`config.mk`:
```
export PLATFORM = sky130hd
export DESIGN_NAME = serial_bus_frame_responder_top
export DESIGN_NICKNAME = d
export VERILOG_FILES = /design/src/sv/sbfr_pkg.sv /design/src/sv/serial_bus_frame_responder_top.sv /design/src/sv/sbfr_front.sv /design/src/sv/sbfr_queue.sv /design/src/sv/sbfr_back.sv
export SDC_FILE = /design/constraint.sdc
export NUM_CORES = 1
export LEC_CHECK = 0
export BUFFER_PORTS_ARGS = -buffer_cell sky130_fd_sc_hd__buf_4
export CORE_UTILIZATION = 25
export CTS_CLUSTER_DIAMETER = 100
export DETAILED_ROUTE_END_ITERATION = 16
export PLACE_DENSITY = 0.47
export SYNTH_ARGS = -nofsm -noshare
export SYNTH_HDL_FRONTEND = slang
export SYNTH_HIERARCHICAL = 1
export SYNTH_SLANG_ARGS = --single-unit
```
`constraint.sdc`:
```
create_clock -name i_clk -period 6.4 [get_ports i_clk]
set_input_delay 1.28 -clock i_clk [delete_from_list [all_inputs] [get_ports i_clk]]
set_output_delay 1.28 -clock i_clk [all_outputs]
set_load 0.03 [all_outputs]
```
`src/sv/sbfr_pkg.sv`:
```
`default_nettype none
package sbfr_pkg;

    localparam logic [7:0] END_MARK   = 8'h0f;
    localparam logic [3:0] TYPE_REQ_A = 4'd1;
    localparam logic [3:0] TYPE_REQ_B = 4'd5;

    // reply select: 0 -> type 8 frame, 1 -> type 9 frame
    localparam logic SEL_T8 = 1'b0;
    localparam logic SEL_T9 = 1'b1;

    localparam int  QDEPTH = 4;
    localparam int  QAW    = $clog2(QDEPTH);

    typedef logic [3:0] t_fidx;

    typedef struct packed {
        logic valid;
        logic sel;
    } t_req;

    localparam t_fidx LAST_T8 = 4'd8;
    localparam t_fidx LAST_T9 = 4'd9;

    function automatic t_fidx frame_last(input logic sel);
        return (sel == SEL_T9) ? LAST_T9 : LAST_T8;
    endfunction

    // header, payload, check byte, terminator
    function automatic logic [7:0] frame_byte(input logic sel, input t_fidx idx);
        logic [7:0] b;
        b = END_MARK;
        if (sel == SEL_T8) begin
            case (idx)
                4'd0:    b = 8'h58;
                4'd1:    b = 8'hc0;
                4'd2:    b = 8'hc0;
                4'd3:    b = 8'hff;
                4'd4:    b = 8'hc0;
                4'd5:    b = 8'h84;
                4'd6:    b = 8'h80;
                4'd7:    b = 8'he4;
                default: b = END_MARK;
            endcase
        end else begin
            case (idx)
                4'd0:    b = 8'h69;
                4'd1:    b = 8'h8a;
                4'd2:    b = 8'h89;
                4'd3:    b = 8'hde;
                4'd4:    b = 8'had;
                4'd5:    b = 8'hc5;
                4'd6:    b = 8'ha5;
                4'd7:    b = 8'h82;
                4'd8:    b = 8'h8c;
                default: b = END_MARK;
            endcase
        end
        return b;
    endfunction

endpackage
`default_nettype wire

```
`src/sv/serial_bus_frame_responder_top.sv`:
```
// Bus frame responder.
// Input channel: one received bus byte per request on i_rx_byte, taken when
// i_push is high and o_full is low. A message ends with byte 0x0f; the low
// nibble of its first byte is the message type.
// Output channel: reply bytes on o_tx_byte / o_last_byte while o_empty is
// low, taken when i_pop is high. o_last_byte marks the closing 0x0f.
// A type 1 message is answered with a 9-byte type 8 frame, a type 5 message
// with a 10-byte type 9 frame; other types get nothing.
// Input bytes are taken one per cycle while o_full is low; o_full rises only
// when four replies are queued and not yet started. The first reply byte
// shows after the queue, frame sequencer and output register; a frame then
// streams one byte per cycle while i_pop is high, with o_empty high between
// back-to-back frames while the sequencer fetches the next queued reply.
// When the receiver holds i_pop low the current byte stays on the ports and
// the queue backs up, eventually raising o_full.
// Synchronous reset (i_rst_n low) drops queued replies and any partial
// message; o_empty is high and o_full low after reset.
`default_nettype none
module serial_bus_frame_responder_top import sbfr_pkg::*; (
    input  wire logic       i_clk,
    input  wire logic       i_rst_n,
    input  wire logic       i_push,
    output logic            o_full,
    input  wire logic [7:0] i_rx_byte,
    input  wire logic       i_pop,
    output logic            o_empty,
    output logic [7:0]      o_tx_byte,
    output logic            o_last_byte
);

    t_req req;
    logic q_empty, q_sel, q_rd;
    logic accept;

    assign accept = i_push && !o_full;

    sbfr_front u_front (
        .i_clk     (i_clk),
        .i_rst_n   (i_rst_n),
        .i_accept  (accept),
        .i_rx_byte (i_rx_byte),
        .o_req     (req)
    );

    sbfr_queue u_queue (
        .i_clk   (i_clk),
        .i_rst_n (i_rst_n),
        .i_req   (req),
        .i_rd    (q_rd),
        .o_full  (o_full),
        .o_empty (q_empty),
        .o_sel   (q_sel)
    );

    sbfr_back u_back (
        .i_clk       (i_clk),
        .i_rst_n     (i_rst_n),
        .i_q_empty   (q_empty),
        .i_q_sel     (q_sel),
        .o_q_rd      (q_rd),
        .i_pop       (i_pop),
        .o_empty     (o_empty),
        .o_tx_byte   (o_tx_byte),
        .o_last_byte (o_last_byte)
    );

endmodule
`default_nettype wire

```
`src/sv/sbfr_front.sv`:
```
`default_nettype none
module sbfr_front import sbfr_pkg::*; (
    input  wire logic       i_clk,
    input  wire logic       i_rst_n,
    input  wire logic       i_accept,
    input  wire logic [7:0] i_rx_byte,
    output t_req            o_req
);

    logic       r_within, n_within;
    logic [3:0] r_type, n_type;
    logic [3:0] cur_type;
    logic       is_end;

    assign cur_type = r_within ? r_type : i_rx_byte[3:0];
    assign is_end   = (i_rx_byte == END_MARK);

    always_comb begin
        n_within = r_within;
        n_type   = r_type;
        if (i_accept) begin
            n_type   = cur_type;
            n_within = !is_end;
        end
    end

    always_comb begin
        o_req.valid = i_accept && is_end &&
                      (cur_type == TYPE_REQ_A || cur_type == TYPE_REQ_B);
        o_req.sel   = (cur_type == TYPE_REQ_B) ? SEL_T9 : SEL_T8;
    end

    always_ff @(posedge i_clk) begin
        if (!i_rst_n) begin
            r_within <= 1'b0;
            r_type   <= 4'd0;
        end else begin
            r_within <= n_within;
            r_type   <= n_type;
        end
    end

endmodule
`default_nettype wire

```
`src/sv/sbfr_queue.sv`:
```
`default_nettype none
module sbfr_queue import sbfr_pkg::*; (
    input  wire logic i_clk,
    input  wire logic i_rst_n,
    input  t_req      i_req,
    input  wire logic i_rd,
    output logic      o_full,
    output logic      o_empty,
    output logic      o_sel
);

    logic [QDEPTH-1:0] r_mem;
    logic [QAW-1:0]    r_wp, r_rp;
    logic [QAW:0]      r_cnt, n_cnt;
    logic              do_wr, do_rd;

    assign o_full  = (r_cnt == (QAW+1)'(QDEPTH));
    assign o_empty = (r_cnt == '0);
    assign o_sel   = r_mem[r_rp];
    assign do_wr   = i_req.valid && !o_full;
    assign do_rd   = i_rd && !o_empty;

    always_comb begin
        n_cnt = r_cnt;
        if (do_wr && !do_rd) n_cnt = r_cnt + 1'b1;
        if (!do_wr && do_rd) n_cnt = r_cnt - 1'b1;
    end

    always_ff @(posedge i_clk) begin
        if (do_wr) r_mem[r_wp] <= i_req.sel;
    end

    always_ff @(posedge i_clk) begin
        if (!i_rst_n) begin
            r_wp  <= '0;
            r_rp  <= '0;
            r_cnt <= '0;
        end else begin
            if (do_wr) r_wp <= r_wp + 1'b1;
            if (do_rd) r_rp <= r_rp + 1'b1;
            r_cnt <= n_cnt;
        end
    end

endmodule
`default_nettype wire

```
`src/sv/sbfr_back.sv`:
```
`default_nettype none
module sbfr_back import sbfr_pkg::*; (
    input  wire logic       i_clk,
    input  wire logic       i_rst_n,
    input  wire logic       i_q_empty,
    input  wire logic       i_q_sel,
    output logic            o_q_rd,
    input  wire logic       i_pop,
    output logic            o_empty,
    output logic [7:0]      o_tx_byte,
    output logic            o_last_byte
);

    logic       r_busy, r_sel;
    t_fidx      r_idx;
    logic       r_ovld;
    logic [7:0] r_tx;
    logic       r_last;
    logic       load, at_end;

    assign o_q_rd = !r_busy && !i_q_empty;
    // while busy, output register takes a new byte when empty or draining this cycle
    assign load   = r_busy && (!r_ovld || i_pop);
    assign at_end = (r_idx == frame_last(r_sel));

    always_ff @(posedge i_clk) begin
        if (!i_rst_n) begin
            r_busy <= 1'b0;
            r_ovld <= 1'b0;
        end else begin
            if (o_q_rd) begin
                r_busy <= 1'b1;
            end else if (load && at_end) begin
                r_busy <= 1'b0;
            end
            if (load) begin
                r_ovld <= 1'b1;
            end else if (i_pop) begin
                r_ovld <= 1'b0;
            end
        end
    end

    always_ff @(posedge i_clk) begin
        if (o_q_rd) begin
            r_sel <= i_q_sel;
            r_idx <= '0;
        end else if (load) begin
            r_idx <= r_idx + 1'b1;
        end
        if (load) begin
            r_tx   <= frame_byte(r_sel, r_idx);
            r_last <= at_end;
        end
    end

    assign o_empty     = !r_ovld;
    assign o_tx_byte   = r_tx;
    assign o_last_byte = r_last;

endmodule
`default_nettype wire

```
==> impl_summary.txt, run 1 <==
----------------------------------------------------
[Logic synthesis]
  Largest family of logic cells by synthesized area ... simple AND/OR/NAND/NOR gates
  Net count after synthesis ... ~220
  Area of the mapped netlist ... 0.00211 mm2
  Share of synthesized area occupied by flip-flops and latches ... between 50% and 60%
  Arithmetic-cell share of the synthesized area counting full adders, half adders and majority gates ... between 7 and 8%
  Cell taking the most area after synthesis ... sky130_fd_sc_hd__dfxtp_1
  Post-synthesis average cell area ... between 10 and 15 um2
  Fraction of registers with async set or reset after synthesis ... 0%
  Flip-flop and latch count after synthesis ... 46
  Number of enable-type register cells in the synthesized netlist ... 14
  Count of mapped cells out of synthesis ... between 150 and 200
  Fraction of synthesized area in multiplexers ... 6.09%
  Compound-cell area share of the yosys netlist ... about 9.0%
  Dominant cells by area after synthesis ... sky130_fd_sc_hd__dfxtp_1, sky130_fd_sc_hd__edfxtp_1, sky130_fd_sc_hd__ha_1
  Warning count from the yosys run ... 6
  Number of unique standard cell types used by synthesis ... 49
  Dominant register cell in the synthesized netlist ... sky130_fd_sc_hd__dfxtp_1
  Parity-gate share of the synthesized area counting xor and xnor cells ... ~2.1%
  Commonest cells in the synthesized netlist ... sky130_fd_sc_hd__dfxtp_1, sky130_fd_sc_hd__nand2_1, sky130_fd_sc_hd__edfxtp_1
  Library cell with the highest instance count after synthesis ... sky130_fd_sc_hd__dfxtp_1
  Post-Synth Simple-Gate Area ... 19.8%
  Share of the synthesized area in the top cell type ... 30.3%

[Critical path]
  CP required ... roughly 6.6 ns
  Chain of cells forming the critical path ... buf_4 > nor4b_2 > nand3b_1 > nor3_1 > nor2b_1 > inv_2 > ha_1 > inv_1 > fa_1 > xor2_1 > or3_1 > a21boi_1
  Master of the slowest instance on the critical path ... sky130_fd_sc_hd__nor2b_1
  Critical path launch point type ... input pin
  Data arrival time of the worst path ... approximately 3.4 ns
  Top delay family on crit path ... simple AND/OR/NAND/NOR gates
  Capturing element type of the critical path ... flop
  Largest fanout of any net on the critical path ... 7
  Total buffers and inverters traversed by the critical path ... 3
  Delay of the slowest critical-path stage ... 0.44 ns
  Path type of the worst setup path ... in -> reg

[Timing]
  Worst slew slack as a fraction of its limit ... between 40% and 50%
  Final critical delay including setup and external delays ... between 3 and 4 ns
  Total Negative Setup Slacks ... 0 ns
  Number of hold-slack violations in the final timing report ... 0
  RSZ-0062 raised after global routing ... no
  Max Slew Vio Count ... 0
  Clock tree skew after final layout ... 0.00233 ns
  # setup viols final ... 0
  Fmax ... approximately 310 MHz
  Fraction of the cycle the final worst path needs ... 49.6%
  Worst-margin pin slew ... 0.782 ns
  Setup slack of the critical path after layout ... roughly 3.2 ns

[Clock network]
  Clock-pin slew of the registers on the worst-case setup and hold paths ... around 0.080 ns
  Buffers inserted during post-CTS setup optimization ... 0
  Clock tree root buffer cell ... sky130_fd_sc_hd__clkbuf_8
  Cts-stage hold buffer count ... 0
  H-Tree Depth ... 2
  Post-CTS Resized ... 0
  Max clock buf depth ... 2
  Num Clock Sinks ... 46
  Number of buffers created by CTS ... 5
  TritonCTS clock tree ... done
  Clk_lat worst skew ... 0.29 ns

[Detailed routing]
  Starting DRC count in detailed routing ... 35
  Number of DRC violations after detailed routing ... 0
  Routed via count ... between 1000 and 1500
  Mean routed wirelength per cell ... between 10 and 15 um
  Per-cell via count in the routed design ... roughly 4.2
  DRT Pass-1 Iters ... 4
  Routed Antenna Nets ... 0
  Post-Route WL ... ~3.5 mm

[Final layout]
  Layout Nets ... about 240
  Fraction of final layout cells with drive strength greater than 1 ... roughly a fifth
  Number of filler instances in the final layout ... 862
  Synthesis-to-finish area growth ... 15.2%
  Antenna diode count ... 0

[Global routing]
  Global router's overall resource usage ... 9.05%
  Pin count of the biggest net entering global routing ... 18
  Number of antenna violations at the first check in global routing ... 0
  Via count of the first global-routing pass ... between 1000 and 1500
  Total overflow reported by the global router ... 0
  Wire length of the first global-routing pass ... about 6 mm

[Floorplanning]
  Overall die area ... about 0.0088 mm2
  Number of top-level design ports ... 23
  Initial core utilization ... between 20% and 30%
  Die Wd ... 94.0 um
  Height of the die ... around 94 um
  Number of cell rows ... 33
  Core area ... 0.00822 mm2

[Flow run]
  Max capacitance violation total ... 0

[Power]
  Worst voltage drop across the vdd grid ... around 70 uV
  Leakage ... just over 0.9 nW
  Power density over the cells ... approximately 200 mW/mm2

[Outcome]
  Run status ... finished clean

[Min path]
  Hold Crit Class ... reg -> reg

[Placed design]
  Dpl hpwl ... around 2.5 mm
  Port Buffers ... 22
  Setup slack at placement ... 2.89 ns
  Routability Congestion ... roughly 0.70

----------------------------------------------------
-- layer usage --
metal	part of all wire [%]	GRT usage, %	vias up
met2	47	14.7	26
met5	0	0	-
met1	47	10.8	614
li1	-	-	714
met4	1.7	4.23	0
met3	4.2	2.91	5
-- stage by stage --
stage	power (mW)	hold slack (ns)	util, %	area, um2	instances
global route	0.522	0.524	29.6	2440	324
finish	0.493	0.493	29.6	2440	324
floorplan	0.326	0.462	-	2110	197
detailed placement	0.334	0.485	28.7	2350	316
global placement	0.335	0.481	28.7	2350	316
CTS	0.505	0.499	29.6	2440	324
-- final timing paths --
path / from / end / slack [ns] / cells past startpoint
setup / recovery: i_rx_byte[4] / u_queue/r_cnt[2] / 3.22 / 12
hold / removal: u_queue/r_rp[1] / u_queue/r_rp[1] / 0.49 / 2
setup reg to reg: u_queue/r_cnt[0] / u_queue/r_cnt[2] / 3.81 / 9
hold reg to reg: u_queue/r_rp[1] / u_queue/r_rp[1] / 0.49 / 2
-- worst reg2reg max path: cells and delay by family, from the launching register on --
kind / cells / cell delay [ns]
fa+ha+maj: 2 / 0.58
xor+xnor: 1 / 0.16
flops: 1 / 0.43
compound gates: 1 / 0.13
buf+inv: 1 / 0.06
simple gates: 4 / 1.17
-- area by class of cell --
cell class                      count  area, um2  area share [%]
Tap cell                          105        131            5.39
Sequential cell                    46       1060            43.6
Clock buffer                        6       72.6            2.98
Multi-Input combinational cell    128        940            38.6
Inverter                           15       57.6            2.36
Timing Repair Buffer               22        165            6.78
Clock inverter                      2       8.76           0.360
-- kinds of logic (layout without fill, tap and decap cells) --
logic type      Yosys count  after routing
simple gates             70             70
buf+inv                  23             45
mux                      11             11
fa+ha+maj                12             12
compound gates           30             30
flops                    46             46
xor+xnor                  5              5
-- where the power goes --
| group | leakage (nW) | switching, mW | internal [mW] | total (mW) |
|---|---|---|---|---|
| Sequential | 0.391 | 0.00260 | 0.302 | 0.305 |
| Combinational | 0.482 | 0.0103 | 0.0120 | 0.0223 |
| Clock | 0.0426 | 0.0904 | 0.0751 | 0.165 |
| Total | 0.915 | 0.103 | 0.390 | 0.493 |
-- cell usage in the layout (no fill, tap or decap), types with 2 or more instances in the layout --
cell type / n
sky130_fd_sc_hd__dfxtp_1: 32
sky130_fd_sc_hd__buf_4: 22
sky130_fd_sc_hd__nand2_1: 17
sky130_fd_sc_hd__edfxtp_1: 14
sky130_fd_sc_hd__inv_1: 13
sky130_fd_sc_hd__ha_1: 11
sky130_fd_sc_hd__o21ai_0: 10
sky130_fd_sc_hd__nor2b_1: 9
sky130_fd_sc_hd__a21oi_1: 8
sky130_fd_sc_hd__mux2i_1: 8
sky130_fd_sc_hd__and2_1: 8
sky130_fd_sc_hd__nor2_1: 7
sky130_fd_sc_hd__clkbuf_8: 5
sky130_fd_sc_hd__nand3_1: 5
sky130_fd_sc_hd__nor3_1: 5
sky130_fd_sc_hd__or3_1: 4
sky130_fd_sc_hd__a22o_1: 3
sky130_fd_sc_hd__xor2_1: 3
sky130_fd_sc_hd__clkinv_2: 2
sky130_fd_sc_hd__and3_1: 2
sky130_fd_sc_hd__nor3_2: 2
sky130_fd_sc_hd__xnor2_1: 2
sky130_fd_sc_hd__nor3b_1: 2
sky130_fd_sc_hd__a21boi_1: 2
Note: power is estimated with default switching activity, not from simulation.
==> run 2: changes to the inputs <==
--- a/config.mk
+++ b/config.mk
@@ -9,7 +9,7 @@
 export CORE_UTILIZATION = 25
 export CTS_CLUSTER_DIAMETER = 100
 export DETAILED_ROUTE_END_ITERATION = 16
-export PLACE_DENSITY = 0.47
+export PLACE_DENSITY = 0.48
 export SYNTH_ARGS = -nofsm -noshare
 export SYNTH_HDL_FRONTEND = slang
 export SYNTH_HIERARCHICAL = 1
==> constraint.sdc (replaced) <==
create_clock -name i_clk -period 2.9 [get_ports i_clk]
set_input_delay 0.58 -clock i_clk [delete_from_list [all_inputs] [get_ports i_clk]]
set_output_delay 0.58 -clock i_clk [all_outputs]
set_load 0.03 [all_outputs]
==> run 2 against run 1 <==
  * Critical endpoint unchanged
  * Worst setup slack worse by 2.8 ns
  * Utilization increased by 0.99 points
  * Count of clock-buffer cells in the layout is 1 lower
  * Sequential power grew 120%
  * Cell area grew 3.3%
  * Clock skew is 0.0013 ns higher
  * Clock power rose to 3.4 times the previous value
  * Register-to-register slack lost 3.4 ns
  * Largest cell class unchanged
  * Total power rose to 2.6 times the previous value
  * First-iteration DRC count grew 91%
  * Hold slack better by 0.015 ns
  * Largest power group unchanged
  * Critical path depth did not move
==> impl_summary.txt, run 2 (synthesized netlist as in run 1, its figures left out) <==
----------------------------------------------------
[Outcome]
  Run status ... finished clean

[Critical path]
  Top delay family on crit path ... simple AND/OR/NAND/NOR gates
  Chain of cells forming the critical path ... nor3b_2 > nor2b_4 > nand3_1 > nor3_1 > nor2b_1 > inv_2 > ha_1 > inv_1 > fa_1 > xor2_1 > or3_1 > a21boi_1
  Master of the slowest instance on the critical path ... sky130_fd_sc_hd__dfxtp_1
  Critical path launch point type ... flop
  Delay of the slowest critical-path stage ... 0.39 ns (-0.05 ns)
  Capturing element type of the critical path ... flop
  CP required ... 3.14 ns (-3.49 ns)
  Data arrival time of the worst path ... 2.72 ns (-0.69 ns)
  Largest fanout of any net on the critical path ... 4 (-3)
  Total buffers and inverters traversed by the critical path ... 2 (-1)
  Path type of the worst setup path ... reg -> reg

[Clock network]
  Clock tree root buffer cell ... sky130_fd_sc_hd__clkbuf_8
  TritonCTS clock tree ... done
  H-Tree Depth ... 2 (unchanged)
  Post-CTS Resized ... 0 (unchanged)
  Num Clock Sinks ... 46 (unchanged)
  Clock-pin slew of the registers on the worst-case setup and hold paths ... 0.09 ns (about the same)
  Cts-stage hold buffer count ... 0 (unchanged)
  Number of buffers created by CTS ... 5 (unchanged)
  Buffers inserted during post-CTS setup optimization ... 0 (unchanged)
  Max clock buf depth ... 2 (unchanged)
  Clk_lat worst skew ... 0.30 ns (about the same)

[Timing]
  Clock tree skew after final layout ... 0.00364 ns (+0.00131 ns)
  Fraction of the cycle the final worst path needs ... 85.7%
  Max Slew Vio Count ... 0 (unchanged)
  # setup viols final ... 0 (unchanged)
  RSZ-0062 raised after global routing ... no
  Worst-margin pin slew ... 0.497 ns (-0.285 ns)
  Final critical delay including setup and external delays ... approximately 2.5 ns
  Number of hold-slack violations in the final timing report ... 0 (unchanged)
  Fmax ... 403 MHz
  Total Negative Setup Slacks ... 0 ns (unchanged)
  Worst slew slack as a fraction of its limit ... 66.8% (+20 points)

[Detailed routing]
  Number of DRC violations after detailed routing ... 0 (unchanged)
  Starting DRC count in detailed routing ... 67 (+91%)
  Per-cell via count in the routed design ... 4.29 (+2.2%)
  DRT Pass-1 Iters ... 4 (unchanged)
  Routed via count ... 1406 (+3.5%)
  Post-Route WL ... 3.60 mm (+3.7%)
  Mean routed wirelength per cell ... 11.0 um (+2.4%)
  Routed Antenna Nets ... 0 (unchanged)

[Power]
  Clock share of power ... 43.6% (+10 points)
  Share of power burned in combinational logic ... 3.9% (-0.6 points)
  Total Power ... 1.28 mW (+160%)
  Worst voltage drop across the vdd grid ... 185 uV (+160%)
  Internal Pwr Total ... 1.04 mW (+170%)
  Net load switching power ... 248 uW (+140%)
  Relative contribution of sequential cells to total power ... 52.5% (-9.4 points)
  Power density over the cells ... 510 mW/mm2 (+150%)
  Leakage ... 0.958 nW (+4.6%)
  Proportion of total power due to net switching ... 19.3% (-1.6 points)

[Final layout]
  Layout Nets ... 246 (+1.7%)
  Post-layout instance area ... 0.00252 mm2 (+3.3%)
  Most used cells in the layout excluding fill and tap cells ... sky130_fd_sc_hd__dfxtp_1, sky130_fd_sc_hd__buf_4, sky130_fd_sc_hd__nand2_1, sky130_fd_sc_hd__edfxtp_1, sky130_fd_sc_hd__inv_1
  Antenna diode count ... 0 (unchanged)
  Synthesis-to-finish area growth ... 19.1%
  Fraction of final layout cells with drive strength greater than 1 ... 21.1% (+1.9 points)
  Commonest non-fill, non-tap cell in the layout ... sky130_fd_sc_hd__dfxtp_1
  Multi-input gate area ... 940 um2 (unchanged)
  End-of-flow core utilization ... 30.6% (+0.99 points)
  Final cell count without fillers ... 328 (+1.2%)
  Number of filler instances in the final layout ... 855 (-0.81%)
  Storage element area ... 0.00106 mm2 (unchanged)

[Placed design]
  Area of placed instances ... 0.00238 mm2 (+1.3%)
  Dpl hpwl ... 2.55 mm (+1.1%)
  Routability Congestion ... 0.734 (+4.5%)
  Number of placed instances with taps included ... 320 (+1.3%)
  Port Buffers ... 22 (unchanged)

[Floorplanning]
  Number of top-level design ports ... 23 (unchanged)
  Number of cell rows ... 33 (unchanged)
  Die Wd ... 94.0 um (unchanged)
  Core area ... 0.00822 mm2 (unchanged)
  Overall die area ... 0.00883 mm2 (unchanged)
  Initial core utilization ... 25.7% (unchanged)
  Height of the die ... 94.0 um (unchanged)

[Global routing]
  Via count of the first global-routing pass ... 1376 (+5.0%)
  Number of antenna violations at the first check in global routing ... 0 (unchanged)
  Global router's overall resource usage ... 9.48% (+0.43 points)
  Wire length of the first global-routing pass ... 6.35 mm (+5.4%)
  Pin count of the biggest net entering global routing ... 18 (unchanged)
  Total overflow reported by the global router ... 0 (unchanged)

[Flow run]
  Max capacitance violation total ... 0 (unchanged)

[Min path]
  Hold Crit Class ... reg -> reg

----------------------------------------------------
run 2: per-layer routing:
metal  wire length, um  global-route usage (%)  up-vias
li1                  -                       -      724
met1              1660                    11.4      645
met2              1730                    15.6       31
met3               161                    2.75        6
met4                53                    4.23        0
met5                 0                       0        -
run 2: tightest hold or removal path: stages, from the launching register on:
cell and delay [ns]:
sky130_fd_sc_hd__dfxtp_1 0.36, sky130_fd_sc_hd__nand2_1 0.07, sky130_fd_sc_hd__o21ai_1 0.05
run 2: final cells by class:
cell class                      count  share of cell area [%]
Sequential cell                    46                    42.1
Multi-Input combinational cell    128                    37.3
Timing Repair Buffer               26                    7.75
Tap cell                          105                    5.22
Clock buffer                        5                    2.73
Clock inverter                      3                    2.53
Inverter                           15                    2.29
run 2: worst paths after layout:
path               startpoint               end  slack (ns)  depth (start not counted)
max          u_queue/r_cnt[2]  u_queue/r_cnt[2]        0.42                         12
min           u_queue/r_rp[0]   u_queue/r_rp[0]        0.51                          2
min reg2reg   u_queue/r_rp[0]   u_queue/r_rp[0]        0.51                          2
max reg2reg  u_queue/r_cnt[2]  u_queue/r_cnt[2]        0.42                         12
run 2: stage by stage:
stage	hold WS, ns	setup slack, ns
final	0.508	0.416
after global routing	0.549	0.201
after CTS	0.510	0.414
after detailed placement	0.492	0.311
after global placement	0.484	0.358
after floorplan	0.462	0.217
run 2: power groups by stage:
stage | clock network, mW | logic (mW) | registers [mW]
global placement | 0 | 0.0505 | 0.688
floorplan | 0 | 0.0323 | 0.686
global route | 0.603 | 0.0560 | 0.675
detailed placement | 0 | 0.0505 | 0.688
finish | 0.560 | 0.0498 | 0.673
CTS | 0.579 | 0.0505 | 0.673
==> run 3: changes to the inputs <==
--- a/config.mk
+++ b/config.mk
@@ -9,7 +9,7 @@
 export CORE_UTILIZATION = 25
 export CTS_CLUSTER_DIAMETER = 100
 export DETAILED_ROUTE_END_ITERATION = 16
-export PLACE_DENSITY = 0.48
+export PLACE_DENSITY = 0.44
 export SYNTH_ARGS = -nofsm -noshare
 export SYNTH_HDL_FRONTEND = slang
 export SYNTH_HIERARCHICAL = 1
==> run 3 against run 2 <==
  * Hold slack got worse by 0.0067 ns
  * Flip-flop and latch count unchanged
  * Register-to-register slack gained 0.04 ns
  * Utilization down 0.52 points
  * Sequential share of layout area is 0.72 points higher
  * Non-clock buffer count unchanged
  * Sequential power barely moved
  * Cell area decreased by 1.7%
  * Clock power shrank 29%
  * Critical endpoint unchanged
  * Largest cell class unchanged
  * Largest power group unchanged
==> impl_summary.txt, run 3 (synthesized netlist as in run 1, its figures left out) <==
----------------------------------------------------
[Global routing]
  Total overflow reported by the global router ... 0 (unchanged)
  Via count of the first global-routing pass ... 1308 (-4.9%)
  Global router's overall resource usage ... 9.19% (-0.29 points)
  Wire length of the first global-routing pass ... 6.07 mm (-4.3%)
  Pin count of the biggest net entering global routing ... 18 (unchanged)
  Number of antenna violations at the first check in global routing ... 0 (unchanged)

[Timing]
  Final critical delay including setup and external delays ... 2.44 ns (-0.0399 ns)
  Number of hold-slack violations in the final timing report ... 0 (unchanged)
  Fraction of the cycle the final worst path needs ... 84.3% (-1.4 points)
  Worst-margin pin slew ... 0.536 ns (+0.0385 ns)
  Setup slack of the critical path after layout ... 0.456 ns (+0.0399 ns)
  Fmax ... 409 MHz (+1.6%)
  Worst slew slack as a fraction of its limit ... 64.3% (-2.6 points)
  Max Slew Vio Count ... 0 (unchanged)
  # setup viols final ... 0 (unchanged)
  Total Negative Setup Slacks ... 0 ns (unchanged)
  Clock tree skew after final layout ... 0.00737 ns (+0.00373 ns)
  RSZ-0062 raised after global routing ... no

[Power]
  Leakage ... 0.936 nW (-2.3%)
  Power density over the cells ... 453 mW/mm2 (-11%)
  Worst voltage drop across the vdd grid ... 179 uV (-3.0%)
  Total Power ... 1.12 mW (-13%)

[Detailed routing]
  Starting DRC count in detailed routing ... 56 (-16%)
  Routed via count ... 1387 (-1.4%)
  DRT Pass-1 Iters ... 4 (unchanged)
  Per-cell via count in the routed design ... 4.23 (-1.4%)
  Routed Antenna Nets ... 0 (unchanged)
  Number of DRC violations after detailed routing ... 0 (unchanged)
  Post-Route WL ... 3.69 mm (+2.4%)
  Mean routed wirelength per cell ... 11.3 um (+2.4%)

[Floorplanning]
  Core area ... 0.00822 mm2 (unchanged)
  Overall die area ... 0.00883 mm2 (unchanged)
  Number of cell rows ... 33 (unchanged)
  Initial core utilization ... 25.7% (unchanged)
  Die Wd ... 94.0 um (unchanged)
  Number of top-level design ports ... 23 (unchanged)
  Height of the die ... 94.0 um (unchanged)

[Outcome]
  Run status ... finished clean

[Placed design]
  Dpl hpwl ... 2.63 mm (+3.0%)
  Routability Congestion ... 0.759 (+3.4%)
  Port Buffers ... 22 (unchanged)
  Setup slack at placement ... 0.321 ns (+0.00949 ns)

[Critical path]
  Data arrival time of the worst path ... 2.69 ns (-0.03 ns)
  CP required ... 3.14 ns (about the same)
  Capturing element type of the critical path ... flop
  Largest fanout of any net on the critical path ... 4 (unchanged)
  Path type of the worst setup path ... reg -> reg
  Critical path launch point type ... flop

[Clock network]
  Clock-pin slew of the registers on the worst-case setup and hold paths ... 0.09 ns (about the same)
  TritonCTS clock tree ... done
  Clock tree root buffer cell ... sky130_fd_sc_hd__clkbuf_8
  Number of buffers created by CTS ... 5 (unchanged)
  Cts-stage hold buffer count ... 0 (unchanged)
  H-Tree Depth ... 2 (unchanged)
  Max clock buf depth ... 2 (unchanged)
  Clk_lat worst skew ... 0.30 ns (about the same)
  Buffers inserted during post-CTS setup optimization ... 0 (unchanged)
  Num Clock Sinks ... 46 (unchanged)
  Post-CTS Resized ... 0 (unchanged)

[Flow run]
  Max capacitance violation total ... 0 (unchanged)

[Final layout]
  Most used cells in the layout excluding fill and tap cells ... sky130_fd_sc_hd__dfxtp_1, sky130_fd_sc_hd__buf_4, sky130_fd_sc_hd__nand2_1, sky130_fd_sc_hd__edfxtp_1, sky130_fd_sc_hd__inv_1
  Antenna diode count ... 0 (unchanged)
  Layout Nets ... 246 (unchanged)
  Synthesis-to-finish area growth ... 17.0%
  End-of-flow core utilization ... 30.1% (-0.52 points)
  Commonest non-fill, non-tap cell in the layout ... sky130_fd_sc_hd__dfxtp_1
  Fraction of final layout cells with drive strength greater than 1 ... 21.5% (+0.45 points)

[Min path]
  Hold Crit Class ... reg -> reg

----------------------------------------------------
==> run 3: final cells by class <==
class                           instances  area, um2
Multi-Input combinational cell        128        940
Inverter                               15       57.6
Fill cell                             854       5740
Sequential cell                        46       1060
Clock buffer                            5       68.8
Clock inverter                          3       21.3
Tap cell                              105        131
Timing Repair Buffer                   26        195
==> run 3: routing by layer <==
layer  GRT usage (%)  share of wire [%]
met1            10.5                 47
met2            15.7                 47
met3            2.67                4.2
met4            4.23                1.2
met5               0                  0
==> run 3: worst paths after layout <==
kind | startpoint | endpoint | slack (ns) | depth (start not counted)
setup / recovery | u_queue/r_cnt[2] | u_queue/r_cnt[2] | 0.46 | 12
hold / removal | u_queue/r_wp[0] | u_queue/r_wp[0] | 0.50 | 2
setup reg to reg | u_queue/r_cnt[2] | u_queue/r_cnt[2] | 0.46 | 12
hold reg to reg | u_queue/r_wp[0] | u_queue/r_wp[0] | 0.50 | 2
==> run 3: critical path, cell delays in order (launching register included) <==
cell	delay (ns)
sky130_fd_sc_hd__dfxtp_1	0.39
sky130_fd_sc_hd__nor3b_2	0.37
sky130_fd_sc_hd__nor2b_4	0.07
sky130_fd_sc_hd__nand3_1	0.09
sky130_fd_sc_hd__nor3_1	0.05
sky130_fd_sc_hd__nor2b_1	0.15
sky130_fd_sc_hd__inv_2	0.07
sky130_fd_sc_hd__ha_1	0.17
sky130_fd_sc_hd__inv_1	0.06
sky130_fd_sc_hd__fa_1	0.37
sky130_fd_sc_hd__xor2_1	0.16
sky130_fd_sc_hd__or3_1	0.30
sky130_fd_sc_hd__a21boi_1	0.13
==> run 3: where the power goes <==
group | internal (mW) | leakage [nW] | switching [mW] | total (mW)
sequential | 0.667 | 0.391 | 0.00567 | 0.673
combinational | 0.0269 | 0.501 | 0.0231 | 0.0500
clock | 0.170 | 0.0441 | 0.229 | 0.399
total | 0.864 | 0.936 | 0.258 | 1.12
==> run 3: through the flow <==
step / instance area (um2) / hold slack (ns) / std cells
detailed placement: 2380 / 0.494 / 320
CTS: 2470 / 0.509 / 328
global route: 2470 / 0.532 / 328
floorplan: 2110 / 0.462 / 197
global placement: 2380 / 0.487 / 320
finish: 2470 / 0.501 / 328
